===== src/rtl/blt_pkg.sv =====
// Shared types, register codes and helper functions of the blitter word datapath.
package blt_pkg;

   localparam int WORD_WIDTH      = 16;
   localparam int MINTERM_WIDTH   = 8;
   localparam int SHIFT_WIDTH     = 4;
   localparam int FILL_WIDTH      = 2;
   localparam int CSR_INDEX_WIDTH = 4;

   typedef logic [WORD_WIDTH-1:0]    word_type;
   typedef logic [SHIFT_WIDTH-1:0]   shift_type;
   typedef logic [CSR_INDEX_WIDTH-1:0] csr_index_type;

   localparam word_type WORD_ONES = '1;

   typedef enum logic [CSR_INDEX_WIDTH-1:0] {
      REG_MINTERM          = 4'd0,
      REG_A_SHIFT          = 4'd1,
      REG_B_SHIFT          = 4'd2,
      REG_DESCENDING       = 4'd3,
      REG_FILL_MODE        = 4'd4,
      REG_FILL_CARRY_START = 4'd5,
      REG_FIRST_MASK       = 4'd6,
      REG_LAST_MASK        = 4'd7
   } reg_index_type;

   typedef enum logic [FILL_WIDTH-1:0] {
      FILL_NONE      = 2'd0,
      FILL_INCLUSIVE = 2'd1,
      FILL_EXCLUSIVE = 2'd2,
      FILL_BOTH      = 2'd3
   } fill_mode_type;

   typedef struct packed {
      logic [MINTERM_WIDTH-1:0] minterm;
      shift_type                a_shift;
      shift_type                b_shift;
      logic                     descending;
      fill_mode_type            fill_mode;
      logic                     fill_carry_start;
      word_type                 first_mask;
      word_type                 last_mask;
   } cfg_type;

   typedef struct packed {
      word_type a_word;
      word_type b_word;
      logic     b_fresh;
      word_type c_word;
      logic     row_first;
      logic     row_last;
      logic     blit_start;
   } req_type;

   typedef struct packed {
      word_type d_word;
      logic     all_zero;
      logic     carry_out;
   } rsp_type;

   // Barrel shift of the current word against the previous word of the same channel.
   function automatic word_type shift_word(word_type cur, word_type prev, shift_type sh,
                                           logic desc);
      logic [2*WORD_WIDTH-1:0] joined;
      logic [SHIFT_WIDTH:0]    amount;
      begin
         if (desc) begin
            joined = {cur, prev};
            amount = (SHIFT_WIDTH+1)'(WORD_WIDTH) - {1'b0, sh};
         end else begin
            joined = {prev, cur};
            amount = {1'b0, sh};
         end
         shift_word = word_type'(joined >> amount);
      end
   endfunction

   // Apply the 8-entry truth table bit by bit.
   function automatic word_type apply_minterm(logic [MINTERM_WIDTH-1:0] table_bits,
                                              word_type a, word_type b, word_type c);
      word_type d;
      begin
         for (int i = 0; i < WORD_WIDTH; i++) begin
            d[i] = table_bits[{a[i], b[i], c[i]}];
         end
         apply_minterm = d;
      end
   endfunction

endpackage


===== src/rtl/blt_if.sv =====
// Channel interfaces: word request, word result and register write port.
interface blt_req_if;
   import blt_pkg::*;
   logic     valid;
   logic     ready;
   word_type a_word;
   word_type b_word;
   logic     b_fresh;
   word_type c_word;
   logic     row_first;
   logic     row_last;
   logic     blit_start;

   modport source (output valid, a_word, b_word, b_fresh, c_word, row_first, row_last,
                   blit_start, input ready);
   modport sink   (input valid, a_word, b_word, b_fresh, c_word, row_first, row_last,
                   blit_start, output ready);
endinterface

interface blt_rsp_if;
   import blt_pkg::*;
   logic     valid;
   logic     ready;
   word_type d_word;
   logic     all_zero;
   logic     carry_out;

   modport source (output valid, d_word, all_zero, carry_out, input ready);
   modport sink   (input valid, d_word, all_zero, carry_out, output ready);
endinterface

interface blt_csr_if;
   import blt_pkg::*;
   logic          valid;
   logic          ready;
   csr_index_type index;
   word_type      data;

   modport source (output valid, index, data, input ready);
   modport sink   (input valid, index, data, output ready);
endinterface


===== src/rtl/blt_csr.sv =====
// Configuration register bank of the blitter word datapath.
module blt_csr (
   input  logic            clock,
   input  logic            reset,
   blt_csr_if.sink         csr_bus,
   output blt_pkg::cfg_type cfg
);
   import blt_pkg::*;

   cfg_type cfg_ff;
   cfg_type cfg_in;

   assign csr_bus.ready = 1'b1;
   assign cfg           = cfg_ff;

   always_comb begin
      cfg_in = cfg_ff;
      if (csr_bus.valid) begin
         case (csr_bus.index)
            REG_MINTERM:          cfg_in.minterm          = csr_bus.data[MINTERM_WIDTH-1:0];
            REG_A_SHIFT:          cfg_in.a_shift          = csr_bus.data[SHIFT_WIDTH-1:0];
            REG_B_SHIFT:          cfg_in.b_shift          = csr_bus.data[SHIFT_WIDTH-1:0];
            REG_DESCENDING:       cfg_in.descending       = csr_bus.data[0];
            REG_FILL_MODE:        cfg_in.fill_mode        =
                                     fill_mode_type'(csr_bus.data[FILL_WIDTH-1:0]);
            REG_FILL_CARRY_START: cfg_in.fill_carry_start = csr_bus.data[0];
            REG_FIRST_MASK:       cfg_in.first_mask       = csr_bus.data;
            REG_LAST_MASK:        cfg_in.last_mask        = csr_bus.data;
            default:              cfg_in = cfg_ff; // drop writes beyond the bank
         endcase
      end
   end

   always_ff @(posedge clock) begin
      if (reset) begin
         cfg_ff.minterm          <= '0;
         cfg_ff.a_shift          <= '0;
         cfg_ff.b_shift          <= '0;
         cfg_ff.descending       <= 1'b0;
         cfg_ff.fill_mode        <= FILL_NONE;
         cfg_ff.fill_carry_start <= 1'b0;
         cfg_ff.first_mask       <= WORD_ONES;
         cfg_ff.last_mask        <= WORD_ONES;
      end else begin
         cfg_ff <= cfg_in;
      end
   end

endmodule


===== src/rtl/blt_core.sv =====
// Word pipeline: input register, mask/shift/minterm/fill logic, result register.
module blt_core (
   input  logic             clock,
   input  logic             reset,
   input  blt_pkg::cfg_type cfg,
   blt_req_if.sink          req_bus,
   blt_rsp_if.source        rsp_bus
);
   import blt_pkg::*;

   // stage registers
   logic     in_valid_ff, in_valid_in;
   req_type  in_data_ff, in_data_in;
   logic     out_valid_ff, out_valid_in;
   rsp_type  out_data_ff, out_data_in;

   // blit state
   word_type prev_a_ff, prev_a_in;
   word_type prev_b_ff, prev_b_in;
   word_type b_hold_ff, b_hold_in;
   logic     carry_ff, carry_in;
   logic     zero_ff, zero_in;

   logic     advance;
   word_type a_masked;
   word_type prev_a_eff;
   word_type prev_b_eff;
   word_type a_shifted;
   word_type b_shifted;
   word_type raw_d;
   word_type fill_vec;
   word_type final_d;
   logic     carry_start;
   logic     carry_end;
   logic     fill_on;

   // result stage moves when it is empty or its word is taken
   assign advance       = !out_valid_ff || rsp_bus.ready;
   assign req_bus.ready = !in_valid_ff || advance;

   assign rsp_bus.valid     = out_valid_ff;
   assign rsp_bus.d_word    = out_data_ff.d_word;
   assign rsp_bus.all_zero  = out_data_ff.all_zero;
   assign rsp_bus.carry_out = out_data_ff.carry_out;

   always_comb begin
      in_valid_in = in_valid_ff;
      in_data_in  = in_data_ff;
      if (req_bus.valid && req_bus.ready) begin
         in_valid_in          = 1'b1;
         in_data_in.a_word     = req_bus.a_word;
         in_data_in.b_word     = req_bus.b_word;
         in_data_in.b_fresh    = req_bus.b_fresh;
         in_data_in.c_word     = req_bus.c_word;
         in_data_in.row_first  = req_bus.row_first;
         in_data_in.row_last   = req_bus.row_last;
         in_data_in.blit_start = req_bus.blit_start;
      end else if (advance) begin
         in_valid_in = 1'b0;
      end
   end

   always_comb begin
      a_masked = in_data_ff.a_word
               & (in_data_ff.row_first ? cfg.first_mask : WORD_ONES)
               & (in_data_ff.row_last  ? cfg.last_mask  : WORD_ONES);
      prev_a_eff = in_data_ff.blit_start ? '0 : prev_a_ff;
      prev_b_eff = in_data_ff.blit_start ? '0 : prev_b_ff;

      a_shifted = shift_word(a_masked, prev_a_eff, cfg.a_shift, cfg.descending);
      b_shifted = in_data_ff.b_fresh
                ? shift_word(in_data_ff.b_word, prev_b_eff, cfg.b_shift, cfg.descending)
                : b_hold_ff;

      raw_d = apply_minterm(cfg.minterm, a_shifted, b_shifted, in_data_ff.c_word);

      carry_start = in_data_ff.row_first ? cfg.fill_carry_start : carry_ff;
      fill_on     = (cfg.fill_mode != FILL_NONE);

      // carry seen at each bit: start carry toggled by every set bit below it
      for (int i = 0; i < WORD_WIDTH; i++) begin
         fill_vec[i] = carry_start ^ (^(raw_d & ((WORD_WIDTH)'(1) << i) - (WORD_WIDTH)'(1)));
      end
      carry_end = carry_start ^ (^raw_d);

      case (cfg.fill_mode)
         FILL_NONE:      final_d = raw_d;
         FILL_INCLUSIVE: final_d = raw_d | fill_vec;
         default:        final_d = raw_d ^ fill_vec;
      endcase

      prev_a_in = prev_a_ff;
      prev_b_in = prev_b_ff;
      b_hold_in = b_hold_ff;
      carry_in  = carry_ff;
      zero_in   = zero_ff;
      out_valid_in = out_valid_ff;
      out_data_in  = out_data_ff;

      if (advance) begin
         out_valid_in = in_valid_ff;
      end
      if (advance && in_valid_ff) begin
         prev_a_in = a_masked;
         if (in_data_ff.b_fresh) begin
            prev_b_in = in_data_ff.b_word;
            b_hold_in = b_shifted;
         end else begin
            prev_b_in = prev_b_eff;
         end
         carry_in = fill_on ? carry_end : carry_start;
         zero_in  = (in_data_ff.blit_start || zero_ff) && (final_d == '0);
         out_data_in.d_word    = final_d;
         out_data_in.all_zero  = zero_in;
         out_data_in.carry_out = carry_in;
      end
   end

   always_ff @(posedge clock) begin
      if (reset) begin
         in_valid_ff  <= 1'b0;
         out_valid_ff <= 1'b0;
         prev_a_ff    <= '0;
         prev_b_ff    <= '0;
         b_hold_ff    <= '0;
         carry_ff     <= 1'b0;
         zero_ff      <= 1'b1;
      end else begin
         in_valid_ff  <= in_valid_in;
         out_valid_ff <= out_valid_in;
         prev_a_ff    <= prev_a_in;
         prev_b_ff    <= prev_b_in;
         b_hold_ff    <= b_hold_in;
         carry_ff     <= carry_in;
         zero_ff      <= zero_in;
      end
   end

   always_ff @(posedge clock) begin
      in_data_ff  <= in_data_in;
      out_data_ff <= out_data_in;
   end

endmodule


===== src/rtl/blitter_word_datapath.sv =====
// Top level of the blitter word datapath: register bank and word pipeline.
//
// Usage:
//   req_bus carries one word set per transfer (A, B, C words, b_fresh, row_first,
//   row_last, blit_start). rsp_bus returns one D word per request with the sticky
//   all_zero flag and the fill carry after that word. csr_bus writes register
//   index/data pairs; it is always ready and must only be used while no request
//   is in flight. Out-of-range indexes are ignored.
//   A request accepted into the input register is passed to the result register
//   and so to rsp_bus when the result stage advances. Throughput: one word per
//   cycle while rsp_bus does not stall; the rate is set by the single pass of mask,
//   barrel shift, minterm and prefix fill between the input and result registers.
//   Reset clears both pipeline stages and the blit state (previous words, held
//   B, fill carry, zero flag set) and loads the register defaults, masks all ones.
//   When rsp_bus stalls the result register holds and the input register takes
//   one more word; req_bus.ready drops once both are full.
module blitter_word_datapath (
   input  logic     clock,
   input  logic     reset,
   blt_csr_if.sink  csr_bus,
   blt_req_if.sink  req_bus,
   blt_rsp_if.source rsp_bus
);
   import blt_pkg::*;

   cfg_type cfg;

   blt_csr u_csr (
      .clock   (clock),
      .reset   (reset),
      .csr_bus (csr_bus),
      .cfg     (cfg)
   );

   blt_core u_core (
      .clock   (clock),
      .reset   (reset),
      .cfg     (cfg),
      .req_bus (req_bus),
      .rsp_bus (rsp_bus)
   );

endmodule

===== src/flat_wrapper.sv =====
// flat-port wrapper written by rule: the top's interface ports become plain ports
module blitter_word_datapath_flat import blt_pkg::*;
  (clock, reset, csr_bus_valid, csr_bus_index, csr_bus_data, csr_bus_ready, req_bus_valid, req_bus_a_word, req_bus_b_word, req_bus_b_fresh, req_bus_c_word, req_bus_row_first, req_bus_row_last, req_bus_blit_start, req_bus_ready, rsp_bus_valid, rsp_bus_d_word, rsp_bus_all_zero, rsp_bus_carry_out, rsp_bus_ready);
  blt_csr_if csr_bus_i ();
  blt_req_if req_bus_i ();
  blt_rsp_if rsp_bus_i ();
  input  logic clock;
  input  logic reset;
  input wire logic [$bits(csr_bus_i.valid)-1:0] csr_bus_valid;
  input wire logic [$bits(csr_bus_i.index)-1:0] csr_bus_index;
  input wire logic [$bits(csr_bus_i.data)-1:0] csr_bus_data;
  output wire logic [$bits(csr_bus_i.ready)-1:0] csr_bus_ready;
  input wire logic [$bits(req_bus_i.valid)-1:0] req_bus_valid;
  input wire logic [$bits(req_bus_i.a_word)-1:0] req_bus_a_word;
  input wire logic [$bits(req_bus_i.b_word)-1:0] req_bus_b_word;
  input wire logic [$bits(req_bus_i.b_fresh)-1:0] req_bus_b_fresh;
  input wire logic [$bits(req_bus_i.c_word)-1:0] req_bus_c_word;
  input wire logic [$bits(req_bus_i.row_first)-1:0] req_bus_row_first;
  input wire logic [$bits(req_bus_i.row_last)-1:0] req_bus_row_last;
  input wire logic [$bits(req_bus_i.blit_start)-1:0] req_bus_blit_start;
  output wire logic [$bits(req_bus_i.ready)-1:0] req_bus_ready;
  output wire logic [$bits(rsp_bus_i.valid)-1:0] rsp_bus_valid;
  output wire logic [$bits(rsp_bus_i.d_word)-1:0] rsp_bus_d_word;
  output wire logic [$bits(rsp_bus_i.all_zero)-1:0] rsp_bus_all_zero;
  output wire logic [$bits(rsp_bus_i.carry_out)-1:0] rsp_bus_carry_out;
  input wire logic [$bits(rsp_bus_i.ready)-1:0] rsp_bus_ready;
  assign csr_bus_i.valid = csr_bus_valid;
  assign csr_bus_i.index = csr_bus_index;
  assign csr_bus_i.data = csr_bus_data;
  assign csr_bus_ready = csr_bus_i.ready;
  assign req_bus_i.valid = req_bus_valid;
  assign req_bus_i.a_word = req_bus_a_word;
  assign req_bus_i.b_word = req_bus_b_word;
  assign req_bus_i.b_fresh = req_bus_b_fresh;
  assign req_bus_i.c_word = req_bus_c_word;
  assign req_bus_i.row_first = req_bus_row_first;
  assign req_bus_i.row_last = req_bus_row_last;
  assign req_bus_i.blit_start = req_bus_blit_start;
  assign req_bus_ready = req_bus_i.ready;
  assign rsp_bus_valid = rsp_bus_i.valid;
  assign rsp_bus_d_word = rsp_bus_i.d_word;
  assign rsp_bus_all_zero = rsp_bus_i.all_zero;
  assign rsp_bus_carry_out = rsp_bus_i.carry_out;
  assign rsp_bus_i.ready = rsp_bus_ready;
  blitter_word_datapath u_core (.clock(clock), .reset(reset), .csr_bus(csr_bus_i), .req_bus(req_bus_i), .rsp_bus(rsp_bus_i));
endmodule

===== config.mk =====
export PLATFORM = sky130hd
export DESIGN_NAME = blitter_word_datapath_flat
export DESIGN_NICKNAME = d
export VERILOG_FILES = /design/src/rtl/blt_pkg.sv /design/src/rtl/blt_if.sv /design/src/rtl/blt_csr.sv /design/src/rtl/blt_core.sv /design/src/rtl/blitter_word_datapath.sv /design/src/flat_wrapper.sv
export SDC_FILE = /design/constraint.sdc
export NUM_CORES = 1
export LEC_CHECK = 0
export BUFFER_PORTS_ARGS = -buffer_cell sky130_fd_sc_hd__buf_2
export CAP_MARGIN = 20
export CORE_UTILIZATION = 26
export DETAILED_ROUTE_END_ITERATION = 8
export HOLD_SLACK_MARGIN = 0.02
export PLACE_DENSITY = 0.41
export SLEW_MARGIN = 20
export SYNTH_ARGS = -nofsm -noshare
export SYNTH_HDL_FRONTEND = slang
export SYNTH_SLANG_ARGS = --single-unit

===== constraint.sdc =====
create_clock -name clock -period 7.9 [get_ports clock]
set_input_delay 1.58 -clock clock [delete_from_list [all_inputs] [get_ports clock]]
set_output_delay 1.58 -clock clock [all_outputs]
set_load 0.02 [all_outputs]

; ---- Word level (Yosys, flattened, before mapping)
; Cells that the tools add are included.
[classes]
n_addsub = 2
n_mul = 0
div = 0
magnitude_cmp = 16
eq_ne = 8
shifts = 2
mux = 47
bitwise_logic = 20
reduce_logical = 38
[op_table]
columns = op, n
row1 = $reduce_xor 16->1, 16
row2 = $mux 16, 6
row3 = $lt 3x4->1 const B, 16
row4 = $mux 32, 2
row5 = $shr 32x5->16, 2
row6 = $bmux 1 s3, 16
row7 = $and 16x16->16, 2
row8 = $pmux 16 s2, 1
row9 = $mux 1, 20
row10 = $reduce_and 2->1, 9
row11 = $eq 4x3->1 const B, 4
row12 = $logic_not 16->1, 1
row13 = $or 16x16->16, 1
row14 = $xor 1x1->1, 16
row15 = $xor 16x16->16, 1
row16 = $mux 5, 2
row17 = $sub 5x4->5 const A, 2
row18 = $eq 4x2->1 const B, 2
row19 = $eq 4x1->1 const B, 1
row20 = $logic_not 4->1, 1
row21 = $reduce_bool 2->1, 2
row22 = $logic_and 1x1->1, 3
row23 = $logic_or 1x1->1, 3
row24 = $eq 2x1->1 const B, 1
row25 = 2 further kinds, 3
[word_totals]
reg_bits = 174
latch_bits = 0
ramBits = 0
mem_bits_ro = 0
inputBits = 77
out_inout_bits = 21
wordCells = 158
mem_count = 0

; ---- Longest topological paths before layout
; Gate-level depths: netlist (run 1).
[logic_depth]
depth_word = 13
depth_mapped = 29
depth_no_buf = 22

; ---- By module
; A second synthesis (run 1) with hierarchy kept.
[hier_totals]
cells_unflattened = 1506
area_unflattened_um2 = 13523.0
[modules_own_cells]
columns = module, n_inst, cells_per_inst, area_each_um2, seq_area_each_um2
row1 = blt_core, 1, 1295, 11431.0, 3143.0
row2 = blt_csr, 1, 211, 2092.0, 1041.0

; ---- Worst setup path before layout (run 1)
; No wires, ideal clock.
[synth_path]
path_kind = reg2reg
start = register u_core.u_csr.cfg_ff, in the netlist u_core.u_csr.cfg[36]
end = register u_core.u_core.zero_ff
setup_ps = 87
arrival_ps = 6262
required_time_ps = 7813
slack_ps = 1551
path_stages_with_launch = 27
path_buffers = 5
period_less_slack_ps = 6349
path_cell_list = dfxtp_1 > clkbuf_1 > inv_1 > clkbuf_1 > clkbuf_1 > ha_1 > buf_4 > buf_6 > nor3b_1 > a21oi_1 > mux4_2 > a22oi_1 > nand3_1 > a21oi_1 > mux2_2 > a2bb2oi_2 > xor2_1 > xnor2_4 > xnor3_2 > xor2_2 > xor2_1 > ha_1 > nor4_1 > a41oi_1 > nor3_1 > nand3_1 > o31ai_1
[synth_via]
elab_chain_cells = 12
word_cells_on_any_way = 71
classes_between = add/sub (1) / shift (1) / mux (35) / bitwise (17) / reduce/logical (17)
[synth_lines]
columns = item, line_no
row1 = from (decl), blt_csr.sv:10  ; cfg_type cfg_ff;
row2 = from (signal assigned), blt_csr.sv:45  ; cfg_ff <= cfg_in;
row3 = $sub 5x4->5, blt_pkg.sv:69  ; amount = (SHIFT_WIDTH+1)'(WORD_WIDTH) - {1'b0, sh};
row4 = $mux 5 *, blt_pkg.sv:67  ; if (desc) begin
row5 = $shr 32x5->16 *, blt_pkg.sv:74  ; shift_word = word_type'(joined >> amount);
row6 = $mux 16 *, blt_core.sv:72  ; ? shift_word(in_data_ff.b_word, prev_b_eff, cfg.b_shift, cfg.descending)
row7 = $bmux 1 s3, blt_pkg.sv:84  ; d[i] = table_bits[{a[i], b[i], c[i]}];
row8 = $mux 1 (not written as such), blt_pkg.sv:84
row9 = $reduce_xor 16->1, blt_core.sv:82  ; fill_vec[i] = carry_start ^ (^(raw_d & ((WORD_WIDTH)'(1) << i) - (WORD_WIDTH)'(1)));
row10 = $xor 1x1->1, blt_core.sv:82
row11 = $xor 16x16->16 / $or 16x16->16 (equally long branches), "blt_core.sv:89, blt_core.sv:88"
row12 = $pmux 16 s2 *, blt_core.sv:86  ; case (cfg.fill_mode)
row13 = $logic_not 16->1 *, blt_core.sv:112  ; zero_in = (in_data_ff.blit_start || zero_ff) && (final_d == '0);
row14 = $logic_and 1x1->1 *, blt_core.sv:112
row15 = to (signal assigned), blt_core.sv:135  ; zero_ff <= zero_in;
row16 = to (decl), blt_core.sv:22  ; logic zero_ff, zero_in;
; Every way passes the cells marked *; elsewhere a longest branch is shown, timed or not. The select of a mux whose other input is x is not followed.
; A chain may end at the register's enable or synchronous reset.

; ---- Worst setup path in the final report (run 1)
[layout_path]
start = register u_core.u_core.in_data_ff[1] in the netlist's numbering
end = register u_core.u_core.zero_ff
[layout_via]
elab_chain_cells = 12
word_cells_on_any_way = 71
classes_between = shift (1) / mux (35) / bitwise (18) / reduce/logical (17)
[layout_lines]
columns = item, line_no
row1 = from (decl), blt_core.sv:13  ; req_type in_data_ff, in_data_in;
row2 = from (signal assigned), blt_core.sv:140  ; in_data_ff <= in_data_in;
row3 = $mux 16 *, blt_core.sv:66  ; & (in_data_ff.row_last ? cfg.last_mask : WORD_ONES);
row4 = $and 16x16->16 *, blt_core.sv:66
row5 = $mux 32 *, blt_pkg.sv:67
row6 = $shr 32x5->16 *, blt_pkg.sv:74
row7 = $bmux 1 s3, blt_pkg.sv:84
row8 = $mux 1 (not written as such), blt_pkg.sv:84
row9 = $reduce_xor 16->1, blt_core.sv:82
row10 = $xor 1x1->1, blt_core.sv:82
row11 = $xor 16x16->16 / $or 16x16->16 (equally long branches), "blt_core.sv:89, blt_core.sv:88"
row12 = $pmux 16 s2 *, blt_core.sv:86
row13 = $logic_not 16->1 *, blt_core.sv:112
row14 = $logic_and 1x1->1 *, blt_core.sv:112
; Marks and branches as above.

==> flow_summary_export.csv, run 1 <==
group,metric,value,unit
sta,timing.final.crit_share,85.8,%
cells_and_area,post-route-cell-area,15000,µm²
route,drt_iter0_markers,972,
place,placedInstanceArea,14500,µm²
cts,numCtsBuffers,17,
route,wl,49100,µm
cells_and_area,fin_cells,2210,
floorplanning,start_util,26.5,%
place,place_hpwl,36300,µm
route,first_pass_iters,8,
global_route,track_usage,18.9,%
synthesis,yosys.area.top_type_share,15.7,%
cells_and_area,num-nets-final,1620,
sta,rsz0062_at_grt,"no",
global_route,antenna_found_initial,0,
worst_setup_path,startpoint_type,"flop",
cts,clk_transition_reported_paths,70,ps
pwr,pwr-share-comb,20.0,%
synthesis,synth_most_common_cell,"mux2i_1",
synthesis,synth_area,13400,µm²
cts,post-cts-setup-buffers,0,
pwr,p_leak,5.41,nW
floorplanning,die-area,52500,µm²
pwr,swShare,31.1,%
synthesis,async_reset_ff_share,0,%
synthesis,syn_inst,1508,
floorplanning,die_h,229,µm
global_route,grt_pass1_vias,11700,
route,ant_nets,0,
pwr,p_total,2.38,mW
sta,clock-skew-final,16.8,ps
cts,cts_tree,"done",
hold_path,hp-start,"u_core.u_core.b_hold_ff[6]$_SDFFE_PP0P_",
sta,finalSetupViolations,0,
sta,fmax,0.147,GHz
synthesis,synthTopCellsByCount,"mux2i_1 (203), nor2_1 (166), dfxtp_1 (104), nand2_1 (97), o21ai_0 (83)",
cells_and_area,drive_above_1_share,16.5,%
pwr,power_frac_clock,37.1,%
place,port_buffers,96,
route,wl_per_cell,22.2,µm
sta,max_slew.worst_pin.slew,983,ps
floorplanning,core_area,50600,µm²
pwr,p_int,1.64,mW
hold_path,hp-class,"flop to flop",
global_route,grt-ovfl-total,0,
synthesis,seq_area_frac_synth,31.2,%
synthesis,synth_flop_cell,"dfxtp_1",
pwr,p_seq_share,42.9,%
worst_setup_path,crit_type,"flop to flop",
worst_setup_path,r2r_slack,1120,ps
run_status,outcome,"complete, no violations",
cts,clock_latency,480,ps
cells_and_area,n_antenna_cell,0,
synthesis,synth_edf_count,70,
synthesis,ys_types,84,
synthesis,synth_nets,1603,
pwr,ir_worst_vdd,0.000164,V
route,viasPerCell,5.34,
place,gp_congestion,0.908,
cts,holdBufCountCts,0,
cells_and_area,final_util,29.8,%
cts,cts.sinks,174,
pwr,switchingPower,0.741,mW
route,num_vias,11800,
floorplanning,ios,98,
floorplanning,fp-row-count,82,
synthesis,synth-seq-cells,174,
cts,htree_levels,4,
worst_setup_path,cp-end-kind,"flop",
cells_and_area,area.growth.synth_to_final,12.1,%
synthesis,ys_top_cells_by_area,"edfxtp_1 (16%), dfxtp_1 (16%), mux2i_1 (15%)",
synthesis,synth_top_area_cell,"edfxtp_1",
route,drc,0,
sta,setup-tns-final,0,ps
global_route,grt_max_degree,60,
synthesis,yosys_warnings,0,
hold_path,hold_path_end,"u_core.u_core.b_hold_ff[6]$_SDFFE_PP0P_",
sta,slew-limit-headroom,33.9,%
pwr,power_density,158,nW/µm²
global_route,grt_pass1_wl,75000,µm
cts,clock-root-buffer,"clkbuf_16",
cts,cts_buffer_depth,2,
sta,finalCriticalPeriod,6780,ps
cts,post_cts_resized,0,
run,timing.max_cap.violations,0,
sta,finalMaxSlewViolations,0,
worst_setup_path,critPathArrivalTime,7180,ps
worst_setup_path,reg2reg_to,"u_core.u_core.zero_ff$_SDFFE_PP1P_",
worst_setup_path,crit_required,8300,ps
worst_setup_path,worstPathMaxFanout,16,
hold_path,hold_depth,2,
place,place_inst,2178,
synthesis,syn_area_per_cell,8.90,µm²
floorplanning,die_w,229,µm
sta,hold_viol_final,0,
worst_setup_path,timing.rr.start,"u_core.u_core.in_data_ff[1]$_DFFE_PP_",
worst_setup_path,r2r_cells,19,
metal layers:
| layer | share of wire, % | track usage, % | vias to the layer above |
|---|---|---|---|
| li1 | - | - | 5665 |
| met4 | 3.4 | 8.42 | 0 |
| met1 | 45 | 24.1 | 5769 |
| met3 | 3.7 | 3.20 | 67 |
| met2 | 48 | 31.0 | 310 |
| met5 | 0 | 0 | - |
through the flow:
step / hold WS [ps] / worst slack, ps
global route: 499 / 763
finish: 466 / 1120
global placement: 446 / 1230
detailed placement: 452 / 1210
floorplan: 436 / 1550
CTS: 466 / 1180
critical path, stage by stage, from the launching register on:
cell	delay, ps
edfxtp_1	670
nor2b_1	270
nor4_1	810
o22ai_1	200
a221oi_1	760
a221oi_1	240
mux2i_1	450
mux2i_1	140
mux2_2	320
xor2_1	360
xnor2_4	190
xnor3_2	450
xor2_2	390
xor2_1	200
ha_1	270
nor4_1	310
a41oi_1	170
nor3_1	170
nand3_1	120
o31ai_1	220
layout make-up:
class                   count  area [µm²]
fillers                  5378       35500
multi-input cells        1177        8590
flip-flops and latches    174        4190
well taps                 672         841
repair buffers            133         761
clock buffers              21         473
clock inverters            11         116
inverters                  22        82.6
worst max-delay path by stage:
| stage | startpoint | end | slack [ps] |
|---|---|---|---|
| finish | u_core.u_core.in_data_ff[1]$_DFFE_PP_ | u_core.u_core.zero_ff$_SDFFE_PP1P_ | 1120 |
| global route | u_core.u_csr.cfg[36]$_SDFFE_PP0P_ | u_core.u_core.zero_ff$_SDFFE_PP1P_ | 760 |
| CTS | u_core.u_core.in_data_ff[2]$_DFFE_PP_ | u_core.u_core.zero_ff$_SDFFE_PP1P_ | 1180 |
| detailed placement | u_core.u_core.in_data_ff[2]$_DFFE_PP_ | u_core.u_core.zero_ff$_SDFFE_PP1P_ | 1210 |
| global placement | u_core.u_core.in_data_ff[2]$_DFFE_PP_ | u_core.u_core.zero_ff$_SDFFE_PP1P_ | 1230 |
| floorplan | u_core.u_csr.cfg[36]$_SDFFE_PP0P_ | u_core.u_core.zero_ff$_SDFFE_PP1P_ | 1550 |
power groups by stage:
stage / combinational, mW / sequential [mW] / clock, mW
final: 0.476 / 1.02 / 0.884
after global placement: 0.473 / 1.04 / 0
after global routing: 0.520 / 1.03 / 0.953
after floorplan: 0.326 / 1.02 / 0
after CTS: 0.476 / 1.02 / 0.925
after detailed placement: 0.473 / 1.04 / 0
cell usage in the layout (no fill, tap or decap), types with 18 or more instances in the layout:
master,count
mux2i_1,203
nor2_1,164
dfxtp_1,100
nand2_1,97
buf_2,95
o21ai_0,83
edfxtp_1,70
a21oi_1,56
nor2b_1,56
o22ai_1,50
buf_4,38
a211o_1,34
nand2b_1,32
nor3_1,30
mux4_2,26
mux2_2,26
o31ai_1,23
nand3_1,23
inv_1,20
a22oi_1,20
a211oi_1,18
xnor2_1,18
ha_1,18
clkbuf_16,18
flip-flops by register name, indices dropped and copies added (netlist names):
signal and cells:
u_core.u_core.zero_ff 1, u_core.u_core.prev_a_ff 16, u_core.u_core.prev_b_ff 16, u_core.u_csr.cfg 52
u_core.u_core.b_hold_ff 16, u_core.u_core.carry_ff 1, u_core.u_core.in_data_ff 52, u_core.u_core.rsp_bus.carry_out 1
u_core.u_core.in_valid_ff 1, u_core.u_core.rsp_bus.d_word 16, u_core.u_core.rsp_bus.all_zero 1, u_core.u_core.rsp_bus.valid 1
cells by family (layout without fill, tap and decap cells):
kind of cell / count (synthesis) / after routing / synth area share [%]
other: 1 / 1 / 0.0279
and+or+nand+nor: 489 / 489 / 18.2
adders and majority gates: 18 / 18 / 1.68
muxes: 256 / 256 / 21.8
DFF: 174 / 174 / 31.2
AOI/OAI and AO/OA: 377 / 377 / 19.2
buffers and inverters: 157 / 187 / 5.08
xor gates and xnor gates: 36 / 36 / 2.88
(Power assumes the default switching activity.)
==> run 2, diff against run 1 <==
--- a/config.mk
+++ b/config.mk
@@ -5,6 +5,7 @@
 export SDC_FILE = /design/constraint.sdc
 export NUM_CORES = 1
 export LEC_CHECK = 0
+export ABC_AREA = 1
 export BUFFER_PORTS_ARGS = -buffer_cell sky130_fd_sc_hd__buf_2
 export CAP_MARGIN = 20
 export CORE_UTILIZATION = 26
==> flow_summary_export.csv, run 2 <==
group,metric,value,unit
cells_and_area,drive_above_1_share,10.3,%
synthesis,syn_inst,2049,
route,drt_iter0_markers,1059,
worst_setup_path,crit_required,8330,ps
pwr,p_seq_share,37.0,%
pwr,power_density,190,nW/µm²
sta,hold_viol_final,0,
synthesis,ys_types,40,
sta,max_slew.worst_pin.slew,896,ps
worst_setup_path,crit_type,"flop to flop",
place,gp_congestion,0.930,
floorplanning,start_util,26.5,%
cells_and_area,final_common_cell,"nand2_1",
synthesis,synthTopCellsByCount,"nand2_1 (615), nand3_1 (564), o21ai_0 (160), inv_1 (110), a21oi_1 (109)",
synthesis,ys_top_cells_by_area,"nand3_1 (22%), nand2_1 (18%), edfxtp_1 (16%)",
synthesis,async_reset_ff_share,0,%
place,place_inst,2705,
cells_and_area,area.growth.synth_to_final,11.7,%
floorplanning,die_h,226,µm
worst_setup_path,critPathArrivalTime,6420,ps
cells_and_area,num-nets-final,2155,
sta,finalMaxSlewViolations,0,
route,wl_per_cell,18.8,µm
pwr,pwr-share-comb,28.6,%
worst_setup_path,worstPathMaxFanout,42,
synthesis,synth_most_common_cell,"nand2_1",
sta,clock-skew-final,28.3,ps
cts,post_cts_resized,0,
pwr,p_total,2.77,mW
synthesis,yosys.area.top_type_share,21.5,%
synthesis,yosys_warnings,0,
pwr,switchingPower,1.03,mW
synthesis,synth_top_area_cell,"nand3_1",
global_route,grt_max_degree,58,
floorplanning,fp-row-count,81,
cts,post-cts-setup-buffers,0,
cts,cts_buffer_depth,2,
run_status,outcome,"complete, no violations",
cts,clock-root-buffer,"clkbuf_16",
cells_and_area,fillCellCount,5533,
pwr,power_frac_clock,34.3,%
synthesis,synth_area,13100,µm²
global_route,grt_pass1_wl,79900,µm
pwr,ir_worst_vdd,0.000134,V
global_route,antenna_found_initial,1,
route,drc,0,
global_route,grt_pass1_vias,13200,
synthesis,seq_area_frac_synth,31.9,%
cts,cts.sinks,174,
worst_setup_path,startpoint_type,"flop",
route,first_pass_iters,5,
global_route,grt-ovfl-total,0,
floorplanning,die_w,226,µm
pwr,swShare,37.1,%
sta,setup-tns-final,0,ps
cts,htree_levels,4,
floorplanning,die-area,51300,µm²
synthesis,syn_area_per_cell,6.39,µm²
place,port_buffers,96,
sta,slew-limit-headroom,40.3,%
global_route,track_usage,20.8,%
sta,holdWs,473,ps
worst_setup_path,cp-end-kind,"flop",
sta,timing.final.crit_share,75.8,%
cts,clk_transition_reported_paths,80,ps
cells_and_area,fin_cells,2737,
cts,holdBufCountCts,0,
pwr,p_int,1.74,mW
cells_and_area,final_cell_mix,"nand2_1 (615), nand3_1 (564), o21ai_0 (160), a21oi_1 (109), inv_1 (108)",
route,ant_nets,0,
run,timing.max_cap.violations,0,
route,wl,51500,µm
route,num_vias,14000,
floorplanning,ios,98,
sta,finalCriticalPeriod,5990,ps
synthesis,synth_edf_count,70,
sta,finalSetupViolations,0,
place,place_hpwl,38300,µm
cts,numCtsBuffers,17,
synthesis,synth_nets,2144,
cts,cts_tree,"done",
route,viasPerCell,5.12,
synthesis,synth-seq-cells,174,
hold_path,hp-class,"flop to flop",
cts,clock_latency,500,ps
synthesis,synth_flop_cell,"dfxtp_1",
sta,rsz0062_at_grt,"no",
sta,fmax,0.167,GHz
floorplanning,core_area,49400,µm²
cells_and_area,n_antenna_cell,0,
pwr,p_leak,6.51,nW
-- run 2: cell count changes after synthesis, moves of 34 or more --
cell	previous run	this run
nor2b_1	56	0
o21ai_0	83	160
mux2i_1	203	0
o22ai_1	50	1
a21oi_1	56	109
nor2_1	166	40
nand3_1	23	564
inv_1	20	110
a211o_1	34	0
nand2_1	97	615
-- run 2: layout make-up --
cell class / instances / area (µm²) / share of cell area, %
clock inverters: 15 / 236 / 1.62
flip-flops and latches: 174 / 4190 / 28.6
clock buffers: 17 / 425 / 2.91
repair buffers: 118 / 646 / 4.41
well taps: 664 / 831 / 5.68
inverters: 125 / 472 / 3.22
multi-input cells: 1624 / 7840 / 53.6
-- run 2: worst max-delay path, cell delays in order, from the launching register on --
cell and delay (ps):
dfxtp_2 920, buf_4 490, nand3_1 720, inv_1 590, nand2_1 110, o21ai_0 500
nand3_1 130, nand2_1 230, inv_1 90, nand2_1 60, nand2_1 80, nand2_1 70
nand2_1 60, nand2_1 60, nand2_1 110, xor2_1 190, inv_1 60, nand2_1 40
nand2_1 80, inv_1 40, ha_1 280, nand2_1 70, o211ai_1 110, nor4_1 380
nand3_1 110, nor2_1 170, nand2_1 60, nand2_1 70
-- run 2: final timing paths --
path | from | endpoint | slack [ps] | depth (start not counted)
max | u_core.u_csr.cfg[35]$_SDFFE_PP0P_ | u_core.u_core.zero_ff$_SDFFE_PP1P_ | 1910 | 27
min | u_core.u_csr.cfg[10]$_SDFFE_PP1P_ | u_core.u_csr.cfg[10]$_SDFFE_PP1P_ | 470 | 2
max reg2reg | u_core.u_csr.cfg[35]$_SDFFE_PP0P_ | u_core.u_core.zero_ff$_SDFFE_PP1P_ | 1910 | 27
min reg2reg | u_core.u_csr.cfg[10]$_SDFFE_PP1P_ | u_core.u_csr.cfg[10]$_SDFFE_PP1P_ | 470 | 2
-- run 2: layer usage --
| layer | GRT usage (%) | wire (µm) | vias up |
|---|---|---|---|
| met2 | 33.9 | 23700 | 385 |
| met1 | 28.1 | 24400 | 6558 |
| met3 | 2.81 | 2230 | 58 |
| li1 | - | - | 7017 |
| met4 | 6.82 | 1150 | 2 |
| met5 | 0 | 13 | - |
-- run 2: cells by family (layout without fill, tap and decap cells) --
family | after synthesis | in the layout | synth area share (%)
compound gates | 306 | 306 | 12.7
xor+xnor | 23 | 23 | 1.85
fa+ha+maj | 18 | 18 | 1.72
buf+inv | 251 | 275 | 8.45
flops | 174 | 174 | 31.9
other cells | 1 | 1 | 0.0286
simple gates | 1276 | 1276 | 43.4
-- run 2: power by group through the flow --
stage	Clock (mW)	Combinational [mW]	Sequential [mW]
global route	1.02	0.909	1.03
global placement	0	0.782	1.05
detailed placement	0	0.793	1.05
finish	0.952	0.795	1.03
floorplan	0	0.567	1.04
CTS	0.990	0.800	1.03
-- run 2: metrics by stage --
stage	area [µm²]	setup WS [ps]	util, %
final	14600	1910	29.6
after global routing	14600	1390	29.6
after CTS	14600	1960	29.6
after detailed placement	14000	1980	28.3
after global placement	14000	2160	28.3
after floorplan	13100	3580	-
